===== src/design/abld_pkg.sv =====
// abld_pkg: shared constants, codes and structs for the analog button ladder decoder.
// No dependencies; used by every design file and by the checker.
package abld_pkg;

    // Sizing
    localparam int unsigned MAX_BUTTONS = 4;
    localparam int unsigned ADC_BITS    = 10;
    localparam int unsigned LEVEL_REGS  = 4;

    localparam int unsigned ADC_W      = 10;
    localparam int unsigned TIME_W     = 16;
    localparam int unsigned THR_W      = 10;
    localparam int unsigned CNT_W      = 3;
    localparam int unsigned BTN_W      = 2;
    localparam int unsigned DBC_W      = 2;
    localparam int unsigned CFG_IDX_W  = 3;
    localparam int unsigned CFG_DATA_W = 10;

    // Sample mask when the converter is narrower than the field
    localparam logic [ADC_W-1:0] ADC_MASK = ADC_W'((64'd1 << ADC_BITS) - 64'd1);

    // Number of usable buttons
    localparam int unsigned LIMIT_MAX = (MAX_BUTTONS < LEVEL_REGS) ? MAX_BUTTONS : LEVEL_REGS;
    localparam logic [CNT_W-1:0] LIMIT_CAP = CNT_W'(LIMIT_MAX);

    // Timing rules, in ms
    localparam logic [TIME_W-1:0] IDLE_PERIOD   = TIME_W'(20);
    localparam logic [TIME_W-1:0] BOUNCE_PERIOD = TIME_W'(5);
    localparam logic [TIME_W-1:0] REPRESS_GUARD = TIME_W'(50);
    localparam logic [TIME_W-1:0] SWITCH_WINDOW = TIME_W'(300);
    localparam logic [DBC_W-1:0]  BOUNCE_SAMPLES = DBC_W'(3);

    // Register reset values
    localparam logic [THR_W-1:0] THR_RESET   = THR_W'(50);
    localparam logic [CNT_W-1:0] COUNT_RESET = CNT_W'(4);

    typedef enum logic [1:0] {
        EV_NONE = 2'd0,
        EV_DOWN = 2'd1,
        EV_HOLD = 2'd2,
        EV_UP   = 2'd3
    } event_kind_t;

    typedef enum logic [CFG_IDX_W-1:0] {
        REG_THRESHOLD = 3'd0,
        REG_COUNT     = 3'd1,
        REG_LEVEL0    = 3'd2,
        REG_LEVEL1    = 3'd3,
        REG_LEVEL2    = 3'd4,
        REG_LEVEL3    = 3'd5
    } cfg_reg_t;

    typedef struct packed {
        logic [THR_W-1:0]                  threshold;
        logic [CNT_W-1:0]                  limit;
        logic [LEVEL_REGS-1:0][ADC_W-1:0]  levels;
    } cfg_t;

    typedef struct packed {
        logic               pressed;
        logic [DBC_W-1:0]   dbc;
        logic [TIME_W-1:0]  last_sample_time;
        logic [ADC_W-1:0]   last_level;
        logic [TIME_W-1:0]  release_time;
        logic [TIME_W-1:0]  press_time;
        logic [BTN_W-1:0]   active;
        logic               muted;
    } state_t;

    typedef struct packed {
        logic [TIME_W-1:0]  now_ms;
        logic [ADC_W-1:0]   adc_sample;
        logic               adc_ready;
        logic               suppress_release;
    } poll_t;

    typedef struct packed {
        event_kind_t        kind;
        logic [BTN_W-1:0]   button_id;
        logic [TIME_W-1:0]  elapsed;
        logic               pressed_now;
        logic               pressed_before;
    } result_t;

endpackage


===== src/design/analog_button_ladder_decoder_top.sv =====
// analog_button_ladder_decoder_top: top level; input register, decoder state, result register.
// Depends on abld_pkg, abld_cfg and abld_step.
//
// Decodes a resistor-ladder button line from periodic polls. Each poll word
// (time in ms, ADC sample, ready flag, release-suppress flag) yields exactly one
// result word: event kind (none/down/hold/up), button id, elapsed ms and the
// pressed flags. The block takes one poll word per clock while in_stall is
// low. The poll word is captured in an input register; its result word is
// held in the result register, which drives the outputs. The whole decision
// (timing check, debounce, four parallel level windows with a priority pick,
// re-press guard and switch window) runs in one combinational pass against the
// decoder state. The result lands in the output register on the same edge that
// updates the state, so the next word already sees it.
// in_stall rises only while the output register holds an unaccepted word and
// out_stall is high. Configuration registers (index 0 threshold, 1 button
// count, 2..5 levels) are written with cfg_we and take effect at once; write
// them only while no word is in flight. Sampling runs every 20 ms idle and
// every 5 ms while a three-sample debounce is in progress.
module analog_button_ladder_decoder_top (
    input  logic                             clk,
    input  logic                             rst_n,

    input  logic                             in_valid,
    output logic                             in_stall,
    input  logic [abld_pkg::TIME_W-1:0]      now_ms,
    input  logic [abld_pkg::ADC_W-1:0]       adc_sample,
    input  logic                             adc_ready,
    input  logic                             suppress_release,

    output logic                             out_valid,
    input  logic                             out_stall,
    output logic [1:0]                       event_kind,
    output logic [abld_pkg::BTN_W-1:0]       button_id,
    output logic [abld_pkg::TIME_W-1:0]      elapsed_ms,
    output logic                             pressed_now,
    output logic                             pressed_before,

    input  logic                             cfg_we,
    input  logic [abld_pkg::CFG_IDX_W-1:0]   cfg_index,
    input  logic [abld_pkg::CFG_DATA_W-1:0]  cfg_data
);

    abld_pkg::cfg_t     cfg;
    abld_pkg::poll_t    poll_reg;
    logic               poll_valid_reg;
    abld_pkg::state_t   state_reg;
    abld_pkg::state_t   state_next;
    abld_pkg::result_t  res_next;
    abld_pkg::result_t  res_reg;
    logic               res_valid_reg;
    logic               out_free;
    logic               advance;
    logic               in_take;

    abld_cfg u_cfg (
        .clk       (clk),
        .rst_n     (rst_n),
        .cfg_we    (cfg_we),
        .cfg_index (cfg_index),
        .cfg_data  (cfg_data),
        .cfg       (cfg)
    );

    abld_step u_step (
        .cfg  (cfg),
        .cur  (state_reg),
        .poll (poll_reg),
        .nxt  (state_next),
        .res  (res_next)
    );

    // result slot frees when empty or being taken this cycle
    assign out_free = !res_valid_reg || !out_stall;
    assign advance  = poll_valid_reg && out_free;
    assign in_stall = poll_valid_reg && !out_free;
    assign in_take  = in_valid && !in_stall;

    // input register
    always_ff @(posedge clk or negedge rst_n)
    begin
        if (!rst_n)
        begin
            poll_valid_reg <= 1'b0;
        end
        else if (in_take)
        begin
            poll_valid_reg <= 1'b1;
        end
        else if (advance)
        begin
            poll_valid_reg <= 1'b0;
        end
    end

    always_ff @(posedge clk)
    begin
        if (in_take)
        begin
            poll_reg.now_ms           <= now_ms;
            poll_reg.adc_sample       <= adc_sample;
            poll_reg.adc_ready        <= adc_ready;
            poll_reg.suppress_release <= suppress_release;
        end
    end

    // decoder state moves together with the word it processed
    always_ff @(posedge clk or negedge rst_n)
    begin
        if (!rst_n)
        begin
            state_reg <= '0;
        end
        else if (advance)
        begin
            state_reg <= state_next;
        end
    end

    // result register
    always_ff @(posedge clk or negedge rst_n)
    begin
        if (!rst_n)
        begin
            res_valid_reg <= 1'b0;
        end
        else if (advance)
        begin
            res_valid_reg <= 1'b1;
        end
        else if (!out_stall)
        begin
            res_valid_reg <= 1'b0;
        end
    end

    always_ff @(posedge clk)
    begin
        if (advance)
        begin
            res_reg <= res_next;
        end
    end

    assign out_valid      = res_valid_reg;
    assign event_kind     = res_reg.kind;
    assign button_id      = res_reg.button_id;
    assign elapsed_ms     = res_reg.elapsed;
    assign pressed_now    = res_reg.pressed_now;
    assign pressed_before = res_reg.pressed_before;

endmodule


===== src/design/abld_cfg.sv =====
// abld_cfg: configuration register file (threshold, button count, four levels).
// Depends on abld_pkg.
module abld_cfg (
    input  logic                             clk,
    input  logic                             rst_n,
    input  logic                             cfg_we,
    input  logic [abld_pkg::CFG_IDX_W-1:0]   cfg_index,
    input  logic [abld_pkg::CFG_DATA_W-1:0]  cfg_data,
    output abld_pkg::cfg_t                   cfg
);

    logic [abld_pkg::THR_W-1:0]                                  thr_reg;
    logic [abld_pkg::CNT_W-1:0]                                  count_reg;
    logic [abld_pkg::LEVEL_REGS-1:0][abld_pkg::ADC_W-1:0]        levels_reg;

    always_ff @(posedge clk or negedge rst_n)
    begin
        if (!rst_n)
        begin
            thr_reg    <= abld_pkg::THR_RESET;
            count_reg  <= abld_pkg::COUNT_RESET;
            levels_reg <= '0;
        end
        else if (cfg_we)
        begin
            case (cfg_index)
                abld_pkg::REG_THRESHOLD: thr_reg       <= cfg_data[abld_pkg::THR_W-1:0];
                abld_pkg::REG_COUNT:     count_reg     <= cfg_data[abld_pkg::CNT_W-1:0];
                abld_pkg::REG_LEVEL0:    levels_reg[0] <= cfg_data[abld_pkg::ADC_W-1:0];
                abld_pkg::REG_LEVEL1:    levels_reg[1] <= cfg_data[abld_pkg::ADC_W-1:0];
                abld_pkg::REG_LEVEL2:    levels_reg[2] <= cfg_data[abld_pkg::ADC_W-1:0];
                abld_pkg::REG_LEVEL3:    levels_reg[3] <= cfg_data[abld_pkg::ADC_W-1:0];
                default:                 ;
            endcase
        end
    end

    // clamp count to the buttons actually built
    assign cfg.threshold = thr_reg;
    assign cfg.limit     = (count_reg > abld_pkg::LIMIT_CAP) ? abld_pkg::LIMIT_CAP : count_reg;
    assign cfg.levels    = levels_reg;

endmodule


===== src/design/abld_step.sv =====
// abld_step: one poll's decision logic: sample timing, debounce, level match, events.
// Purely combinational; depends on abld_pkg.
module abld_step (
    input  abld_pkg::cfg_t     cfg,
    input  abld_pkg::state_t   cur,
    input  abld_pkg::poll_t    poll,
    output abld_pkg::state_t   nxt,
    output abld_pkg::result_t  res
);

    logic [abld_pkg::TIME_W-1:0]  since_sample;
    logic [abld_pkg::TIME_W-1:0]  since_release;
    logic [abld_pkg::TIME_W-1:0]  since_press;
    logic                         too_early;
    logic                         take;
    logic [abld_pkg::ADC_W-1:0]   smp;
    logic [abld_pkg::ADC_W-1:0]   adiff;
    logic                         jump;
    logic [abld_pkg::DBC_W-1:0]   dbc_eff;
    logic [abld_pkg::LEVEL_REGS-1:0] near;
    logic                         found;
    logic [abld_pkg::BTN_W-1:0]   hit_idx;

    assign since_sample  = poll.now_ms - cur.last_sample_time;
    assign since_release = poll.now_ms - cur.release_time;
    assign since_press   = poll.now_ms - cur.press_time;
    assign too_early     = (cur.dbc == '0) ? (since_sample < abld_pkg::IDLE_PERIOD)
                                           : (since_sample < abld_pkg::BOUNCE_PERIOD);
    assign take          = !too_early && poll.adc_ready;
    assign smp           = poll.adc_sample & abld_pkg::ADC_MASK;

    assign adiff   = (smp >= cur.last_level) ? (smp - cur.last_level) : (cur.last_level - smp);
    assign jump    = adiff > cfg.threshold;
    assign dbc_eff = jump ? abld_pkg::DBC_W'(1) : cur.dbc;

    // window test per level, strict on both sides, no wrap
    always_comb
    begin
        for (int n = 0; n < abld_pkg::LEVEL_REGS; n++)
        begin
            near[n] = ({1'b0, smp} < ({1'b0, cfg.levels[n]} + {1'b0, cfg.threshold}))
                   && (({1'b0, smp} + {1'b0, cfg.threshold}) > {1'b0, cfg.levels[n]})
                   && (abld_pkg::CNT_W'(n) < cfg.limit);
        end
    end

    // lowest index wins
    always_comb
    begin
        found   = 1'b0;
        hit_idx = '0;
        for (int n = abld_pkg::LEVEL_REGS - 1; n >= 0; n--)
        begin
            if (near[n])
            begin
                found   = 1'b1;
                hit_idx = abld_pkg::BTN_W'(n);
            end
        end
    end

    always_comb
    begin
        nxt                = cur;
        nxt.muted          = cur.muted | poll.suppress_release;
        res.kind           = abld_pkg::EV_NONE;
        res.elapsed        = '0;
        res.pressed_before = cur.pressed;

        if (take)
        begin
            nxt.last_sample_time = poll.now_ms;
            nxt.last_level       = smp;
            if (dbc_eff < abld_pkg::BOUNCE_SAMPLES)
            begin
                nxt.dbc = dbc_eff + abld_pkg::DBC_W'(1);
            end
            else
            begin
                nxt.dbc = '0;
                if (found)
                begin
                    if (since_release >= abld_pkg::REPRESS_GUARD)
                    begin
                        if (((cur.active != hit_idx) && (since_press < abld_pkg::SWITCH_WINDOW))
                            || !cur.pressed)
                        begin
                            nxt.active     = hit_idx;
                            nxt.pressed    = 1'b1;
                            nxt.press_time = poll.now_ms;
                            res.kind       = abld_pkg::EV_DOWN;
                            res.elapsed    = since_release;
                        end
                        else
                        begin
                            res.kind    = abld_pkg::EV_HOLD;
                            res.elapsed = since_press;
                        end
                    end
                end
                else if (cur.pressed)
                begin
                    nxt.pressed      = 1'b0;
                    nxt.release_time = poll.now_ms;
                    if (nxt.muted)
                    begin
                        // one-shot mute eats this release
                        res.pressed_before = 1'b0;
                        nxt.muted          = 1'b0;
                    end
                    else
                    begin
                        res.kind    = abld_pkg::EV_UP;
                        res.elapsed = since_press;
                    end
                end
            end
        end

        res.button_id   = nxt.active;
        res.pressed_now = nxt.pressed;
    end

endmodule


===== config.mk =====
export PLATFORM = sky130hd
export DESIGN_NAME = analog_button_ladder_decoder_top
export DESIGN_NICKNAME = d
export VERILOG_FILES = /design/src/design/abld_pkg.sv /design/src/design/analog_button_ladder_decoder_top.sv /design/src/design/abld_cfg.sv /design/src/design/abld_step.sv
export SDC_FILE = /design/constraint.sdc
export NUM_CORES = 1
export LEC_CHECK = 0
export CAP_MARGIN = 20
export CORE_MARGIN = 2
export CORE_UTILIZATION = 30
export CTS_BUF_LIST = sky130_fd_sc_hd__clkbuf_4
export DETAILED_ROUTE_END_ITERATION = 7
export DONT_BUFFER_PORTS = 1
export REMOVE_ABC_BUFFERS = 1
export SYNTH_ARGS = -nofsm -noshare
export SYNTH_HDL_FRONTEND = slang
export SYNTH_SLANG_ARGS = --single-unit

===== constraint.sdc =====
create_clock -name clk -period 5.56 [get_ports clk]
set_input_delay 1.112 -clock clk [delete_from_list [all_inputs] [get_ports clk]]
set_output_delay 1.112 -clock clk [all_outputs]
set_load 0.05 [all_outputs]

## Word-level counts from Yosys, hierarchy flattened

Index checks and enable logic that the tools add are counted.

- Bits in latches: 0
- RAM bits: 0
- Register bits after elaboration: 169
- Input port bits: 46
- Output and inout port bits: 24
- Logic and storage cells: 146
- ROM bits: 0
- Memories kept: 0

- Reductions and logical operators: 34
- Shifts and indexed selects: 0
- Divide/modulo/power cells: 0
- Multiply operators: 0
- Bitwise gates (word level): 4
- Eq/ne operators: 7
- Multiplexer cells: 45
- $add $sub $neg: 11
- $lt $le $gt $ge: 20

Operator list:

| kind | number |
|---|---|
| two-way mux 16 bit | 7 |
| two-way mux 64 bit | 1 |
| adder 10 x 10 -> 11 bit | 5 |
| two-way mux 18 bit | 3 |
| subtractor 16 bit | 3 |
| > comparator 11 x 10 -> 1 bit | 4 |
| less-than comparator 10 x 11 -> 1 bit | 4 |
| two-way mux 35 bit | 1 |
| two-way mux 2 bit | 11 |
| two-way mux 1 bit | 20 |
| subtractor 10 bit | 2 |
| greater-or-equal comparator 16 x 6 -> 1 bit (second input constant) | 1 |
| less-than comparator 16 x 3 -> 1 bit (second input constant) | 1 |
| less-than comparator 16 x 5 -> 1 bit (second input constant) | 1 |
| less-than comparator 16 x 9 -> 1 bit (second input constant) | 1 |
| AND reduction 2 bit | 7 |
| logical AND 1 bit | 13 |
| greater-or-equal comparator 10 bit | 1 |
| > comparator 10 bit | 1 |
| two-way mux 10 bit | 1 |
| equality test 3 x 2 -> 1 bit (second input constant) | 2 |
| equality test 3 bit (second input constant) | 2 |
| zero test 1 bit | 6 |
| less-than comparator 1 x 3 -> 1 bit (first input constant) | 2 |
| other kinds (17) | 21 |

## Depth between registers and ports, before layout

- Word-level depth: 16
- Mapped depth: 30
- Gate-level depth less buffers: 28

## By module

From an unflattened synthesis, not the netlist that was laid out.

- Cell total of the unflattened synthesis: 1430
- Area, all modules: 14814.2 um2

Modules (own cells, without submodules):

| module | area an instance (um2) | cells each | instances |
|---|---|---|---|
| abld_step | 8411.8 | 1117 | 1 |
| analog_button_ladder_decoder_top | 4227.8 | 193 | 1 |
| abld_cfg | 2174.6 | 120 | 1 |

## Least setup slack after synthesis

Ideal clock, no wire load.

- Path type: reg-to-reg
- Start: register poll_reg[2] in the netlist's numbering
- End: register res_reg, in the netlist elapsed_ms[11] (data pin)
- Data required time: 5.291 ns
- Cell stages (with the launch flop): 31
- Path buffers: 3
- Path slack: -0.405 ns
- Arrival time: 5.697 ns
- Period minus slack after synthesis: 5.965 ns
- Path through: edfxtp_1 inv_1 ha_1 inv_1 fa_1 a21o_1 a21o_1 a2111oi_0 o21ai_0 a211oi_1 nor2_1 clkbuf_1 mux2_2 ha_1 nor2b_1 o21a_1 o21a_1 o21a_1 o21ai_0 nand2b_1 a21oi_1 o21ai_0 o31a_1 or2_2 ha_1 nand2_1 a21o_2 or2_2 clkbuf_1 clkbuf_1 o32ai_1

- Longest elaborated chain between the ends: 14
- Elaborated cells between the ends (all ways): 39
- Classes of those cells: 3 x add/sub; 11 x order compare; 1 x eq/ne; 13 x mux; 11 x reduce/logical

RTL lines:

| what | line | source |
|---|---|---|
| start: declaration | analog_button_ladder_decoder_top.sv:44 | `abld_pkg::poll_t poll_reg;` |
| adder 10 x 10 -> 11 bit | abld_step.sv:42 | `&& (({1'b0, smp} + {1'b0, cfg.threshold}) > {1'b0, cfg.levels[n]})` |
| > comparator 11 x 10 -> 1 bit | abld_step.sv:42 |  |
| logical AND 1 bit | abld_step.sv:42 |  |
| logical AND 1 bit | abld_step.sv:43 | `&& (abld_pkg::CNT_W'(n) < cfg.limit);` |
| two-way mux 2 bit (4 in series) | abld_step.sv:54 | `if (near[n])` |
| != test 2 bit | abld_step.sv:85 | `if (((cur.active != hit_idx) && (since_press < abld_pkg::SWITCH_WINDOW))` |
| logical AND 1 bit | abld_step.sv:85 |  |
| logical OR 1 bit | abld_step.sv:86 | `\|\| !cur.pressed)` |
| two-way mux 16 bit | abld_step.sv:85 |  |
| two-way mux 16 bit | abld_step.sv:83 | `if (since_release >= abld_pkg::REPRESS_GUARD)` |
| two-way mux 16 bit | abld_step.sv:81 | `if (found)` |
| end signal: assignment | analog_button_ladder_decoder_top.sv:140 | `res_reg <= res_next;` |
| end: declaration | analog_button_ladder_decoder_top.sv:49 | `abld_pkg::result_t res_reg;` |

Parallel ways exist; a longest one is shown, timed or not.
A chain may end at the register's enable or synchronous reset.

==> results.md <==
Clock network:
- The clock transition at the registers of the reported paths is 0.16 ns.
- In this run, post-CTS hold repair placed 0 buffers.
- The maximum root-to-sink buffer count is 2.
- The number of buffers created by CTS is 17.
- The deepest level of the CTS H-tree is 4.
- The clock net in this run drives a total of 169 sinks.
- The tree is rooted in a sky130_fd_sc_hd__clkbuf_4.
- The TritonCTS clock tree is done.
- At the later pin of the worst-skew pair, clock insertion delay measures roughly 0.64 ns.

GRT:
- The number of antenna violations at the first check in global routing is 1.
- The aggregate global routing overflow is 0.
- The number of global-route vias before repair was 11,000.
- The wire length of the first global-routing pass is 59,100 um.
- In the global route stage, overall resource usage came out at 0.159.
- The pin count of the biggest net entering global routing is 120.

Synthesis:
- The mapped netlist covers about 14,000 um^2.
- The cell taking the most area after synthesis is sky130_fd_sc_hd__dfrtp_1.
- By area, the combinational part of the netlist is dominated by compound AO/OA/AOI/OAI gates.
- The post-synthesis instance total is 1,420.
- The average instance area after synthesis is 9.74 um^2.
- For this run, the leading register cell type out of synthesis is sky130_fd_sc_hd__dfrtp_1.
- Of the total synthesized cell area, the portion taken by full adders, half adders and majority gates is 0.196.
- Of the post-synthesis cell area, the part taken by muxes is 0.0710.
- Of the total synthesized cell area, the portion taken by XOR and XNOR cells is 0.0462.
- In the post-synthesis netlist, the biggest area contributors are sky130_fd_sc_hd__dfrtp_1 21%, sky130_fd_sc_hd__ha_1 18%, sky130_fd_sc_hd__edfxtp_1 11%.
- The sequential element share of the synthesized area is 0.324.
- The compound-gate portion of the synthesized area is 0.207.
- The async set or reset register ratio after synthesis is 0.704.
- The simple-gate share of the synthesized area is 0.107.
- The top cell type's share of synthesized area is 0.208.
- In this run, synthesis produced a sequential element count of 169.
- During synthesis, Yosys emitted a total of 0 warnings.
- The count of flip-flops with a built-in enable after synthesis is 50.
- The number of distinct library cells after synthesis is 87.

STA:
- The maximum operating frequency is 180 MHz.
- The final hold violation count is 0.
- Setup violations remaining at the end of the flow were counted as 0.
- The number of max-slew violations in the final report is 0.
- The worst relative slew slack is 0.421.
- Of the available clock period, the critical path in the final layout requires 0.998.
- Setup repair after global routing could not meet its margin everywhere.
- The worst setup margin is between 0.009 and 0.01 ns.
- On the final layout, the worst clock skew is 0.0273 ns.
- The transition time at the pin with the least slew margin is roughly 0.85 ns.
- The post-layout minimum cycle time is between 5 and 6 ns.

Drt:
- The via density per instance is 5.21.
- The initial detailed-routing violation count is 593.
- The routed layout has between 10,000 and 15,000 vias.
- The detailed-route wire length per cell is 18.0 um.
- The first detailed-routing pass took 5 iterations.
- For this block, the routed nets add up to 37,800 um of wire.
- The count of nets left with antenna violations once routing finished came out at 0.
- The residual DRC count is 0.

Layout:
- In the final layout, flip-flops and latches occupy approximately 4500 um^2.
- The library cell used most frequently in the layout, excluding fill and tap cells, is sky130_fd_sc_hd__ha_1.
- In the layout the commonest cells are 199 x sky130_fd_sc_hd__ha_1, 148 x sky130_fd_sc_hd__inv_1, 115 x sky130_fd_sc_hd__dfrtp_1.
- Once layout is done, the placed cells without fillers occupy 15,600 um^2.
- The fraction of layout instances using a drive strength above 1 is 0.166.
- Summing all multi-input logic gate instances after layout gives 8910 um^2.
- Fill cells in the final layout number 4,721.
- Compared with the post-synthesis result, the final layout area differs by 12.8%.
- For this run, the post-layout net count is between 1,500 and 2,000.
- The flip-flop count of the largest register, all copies and words added is between 60 and 70.

Critical path:
- Data on the critical path is required at its endpoint by between 5 and 6 ns.
- The most numerous cell type found on the critical path is sky130_fd_sc_hd__a21o_1.
- The delay contributed by the slowest stage of the critical path is 0.44 ns.
- The buffering stage count on the worst path with inverters included is 4.
- Of all nets on the critical path, the largest fanout is 5.
- The data arrival time of the critical path is 5.97 ns.
- Broken down by cell family, the worst path's largest delay share belongs to compound AO/OA/AOI/OAI gates.
- The nature of the critical path startpoint is a flip-flop.
- The nature of the critical path endpoint is a flip-flop.
- The worst setup path is of the flip-flop to flip-flop kind.
- On the critical path, the stage with the largest delay is an instance of sky130_fd_sc_hd__edfxtp_1.

Placed design:
- The final weighted congestion of routability-driven global placement is roughly 0.89.
- Detailed placement ended at an HPWL of 29,400 um.
- The total placed instance area is roughly 15,000 um^2.
- OpenSTA, run right after detailed placement, puts the worst setup slack at -0.334 ns.
- The count of buffers added on input and output ports is 0.

Floorplan:
- The die is 219 um tall.
- The I/O pin count is 70.
- The die is 219 um wide.
- The area of the core region is 45,500 um^2.
- The count of standard-cell rows is 78.
- The die area is between 40,000 and 50,000 um^2.
- The starting density of the core is 0.304.

Outcome:
- The run finished with clean final reports.

Power:
- Power spread over the standard cell area amounts to ~460 nW/um^2.
- VDD sags by at most 0.220 mV.
- The leakage dissipation is 6.99 nW.

Flow run:
- The tool flagged a number of max-cap violations equal to 0.

Worst hold path:
- In this run the worst hold path is classified as primary input to asynchronous set/reset pin.
## final cells by class
| cell class | count | area share |
|---|---|---|
| antenna | 1 | 0.000160 |
| clock buffer | 19 | 0.00915 |
| clock inverter | 13 | 0.00851 |
| inverter | 150 | 0.0361 |
| multi-input combinational | 1077 | 0.571 |
| sequential | 169 | 0.288 |
| tap | 600 | 0.0481 |
| timing repair buffer | 66 | 0.0392 |
## worst reg2reg max path, delay by kind of cell (launching register included)
kind            cells  cell delay [ns]
compound gates     13             2.54
fa+ha+maj           4             0.89
simple gates        5             0.57
flops               1             0.44
buf+inv             4             0.39
mux                 1             0.34
xor+xnor            1             0.18
## cells in the mapped netlist, types with 5 or more instances
master / number
sky130_fd_sc_hd__o21ai_0: 102
sky130_fd_sc_hd__nor2_1: 45
sky130_fd_sc_hd__a221oi_1: 5
sky130_fd_sc_hd__o211ai_1: 16
sky130_fd_sc_hd__a21oi_1: 97
sky130_fd_sc_hd__mux2i_1: 8
sky130_fd_sc_hd__nor3_1: 18
sky130_fd_sc_hd__a31oi_1: 6
sky130_fd_sc_hd__mux2_4: 9
sky130_fd_sc_hd__dfrtp_1: 115
sky130_fd_sc_hd__edfxtp_1: 50
sky130_fd_sc_hd__o21a_1: 29
sky130_fd_sc_hd__a211o_1: 5
sky130_fd_sc_hd__nand2b_1: 25
sky130_fd_sc_hd__inv_1: 150
sky130_fd_sc_hd__fa_1: 10
sky130_fd_sc_hd__or3_1: 7
sky130_fd_sc_hd__clkbuf_1: 17
sky130_fd_sc_hd__nand4_1: 10
sky130_fd_sc_hd__o22ai_1: 8
sky130_fd_sc_hd__or2_2: 10
sky130_fd_sc_hd__nand2_1: 82
sky130_fd_sc_hd__nand3_1: 29
sky130_fd_sc_hd__xnor2_1: 40
sky130_fd_sc_hd__a21o_1: 37
sky130_fd_sc_hd__o32ai_1: 13
sky130_fd_sc_hd__xor2_1: 33
sky130_fd_sc_hd__and2_1: 6
sky130_fd_sc_hd__a211oi_1: 12
sky130_fd_sc_hd__nand3b_1: 6
sky130_fd_sc_hd__nor2b_1: 14
sky130_fd_sc_hd__o21bai_1: 16
sky130_fd_sc_hd__ha_1: 201
sky130_fd_sc_hd__o31ai_1: 11
sky130_fd_sc_hd__and3_1: 6
sky130_fd_sc_hd__a2111oi_0: 5
sky130_fd_sc_hd__mux2_2: 68
sky130_fd_sc_hd__nor4_1: 8
## final timing paths
path / startpoint / endpoint / slack, ns / cells past startpoint
min in group clk: poll_valid_reg / out_valid / 0.51 / 1
min: rst_n / state_reg[26] / 0.15 / 0
max reg2reg: poll_reg[2] / button_id[1] / 0.01 / 28
max in group asynchronous: rst_n / u_cfg.thr_reg[4] / 5.14 / 0
min reg2reg: poll_valid_reg / out_valid / 0.51 / 1
max: poll_reg[2] / button_id[1] / 0.01 / 28
## layer usage
layer | vias up | global-route usage | part of all wire
li1 | 5346 | - | -
met5 | - | 0 | 0
met1 | 5323 | 0.198 | 0.44
met2 | 200 | 0.281 | 0.50
met4 | 0 | 0.0502 | 0.023
met3 | 51 | 0.0267 | 0.034
## power breakdown
group	switching (W)	total, W	internal [W]	leakage, nW
clock network	0.000508	0.000754	0.000246	0.156
registers	0.000348	0.00192	0.00157	1.95
logic	0.00248	0.00449	0.00201	4.89
total	0.00334	0.00716	0.00382	6.99
## what timing repair did
| action | CTS | global route |
|---|---|---|
| pin swaps | 7 | 8 |
| buffers inserted | 3 | 5 |
| cloned | 1 | 2 |
| gates resized for setup | 16 | 39 |
| setup endpoints to repair | 57 | 57 |
## kinds of logic after synthesis
family	Yosys count
AO/OA/AOI/OAI	423
AND/OR/NAND/NOR	285
adder cells (fa/ha/maj)	211
buffers and inverters	174
flip-flops	169
multiplexers	85
XOR/XNOR	73
## stage by stage
| stage | power [W] | hold slack [ns] | utilization | setup TNS (ns) | std cells |
|---|---|---|---|---|---|
| 2_1_floorplan | 0.00495 | 0.449 | - | -9.80 | 1396 |
| 3_3_place_gp | 0.00605 | 0.463 | 0.328 | -11.68 | 2051 |
| 3_5_place_dp | 0.00614 | 0.473 | 0.328 | -14.64 | 2051 |
| 4_1_cts | 0.00697 | 0.0789 | 0.337 | -0.0123 | 2087 |
| 5_1_grt | 0.00780 | 0.0682 | 0.343 | -14.09 | 2095 |
| 6_report | 0.00716 | 0.146 | 0.343 | 0 | 2095 |
(Power assumes the default switching activity.)
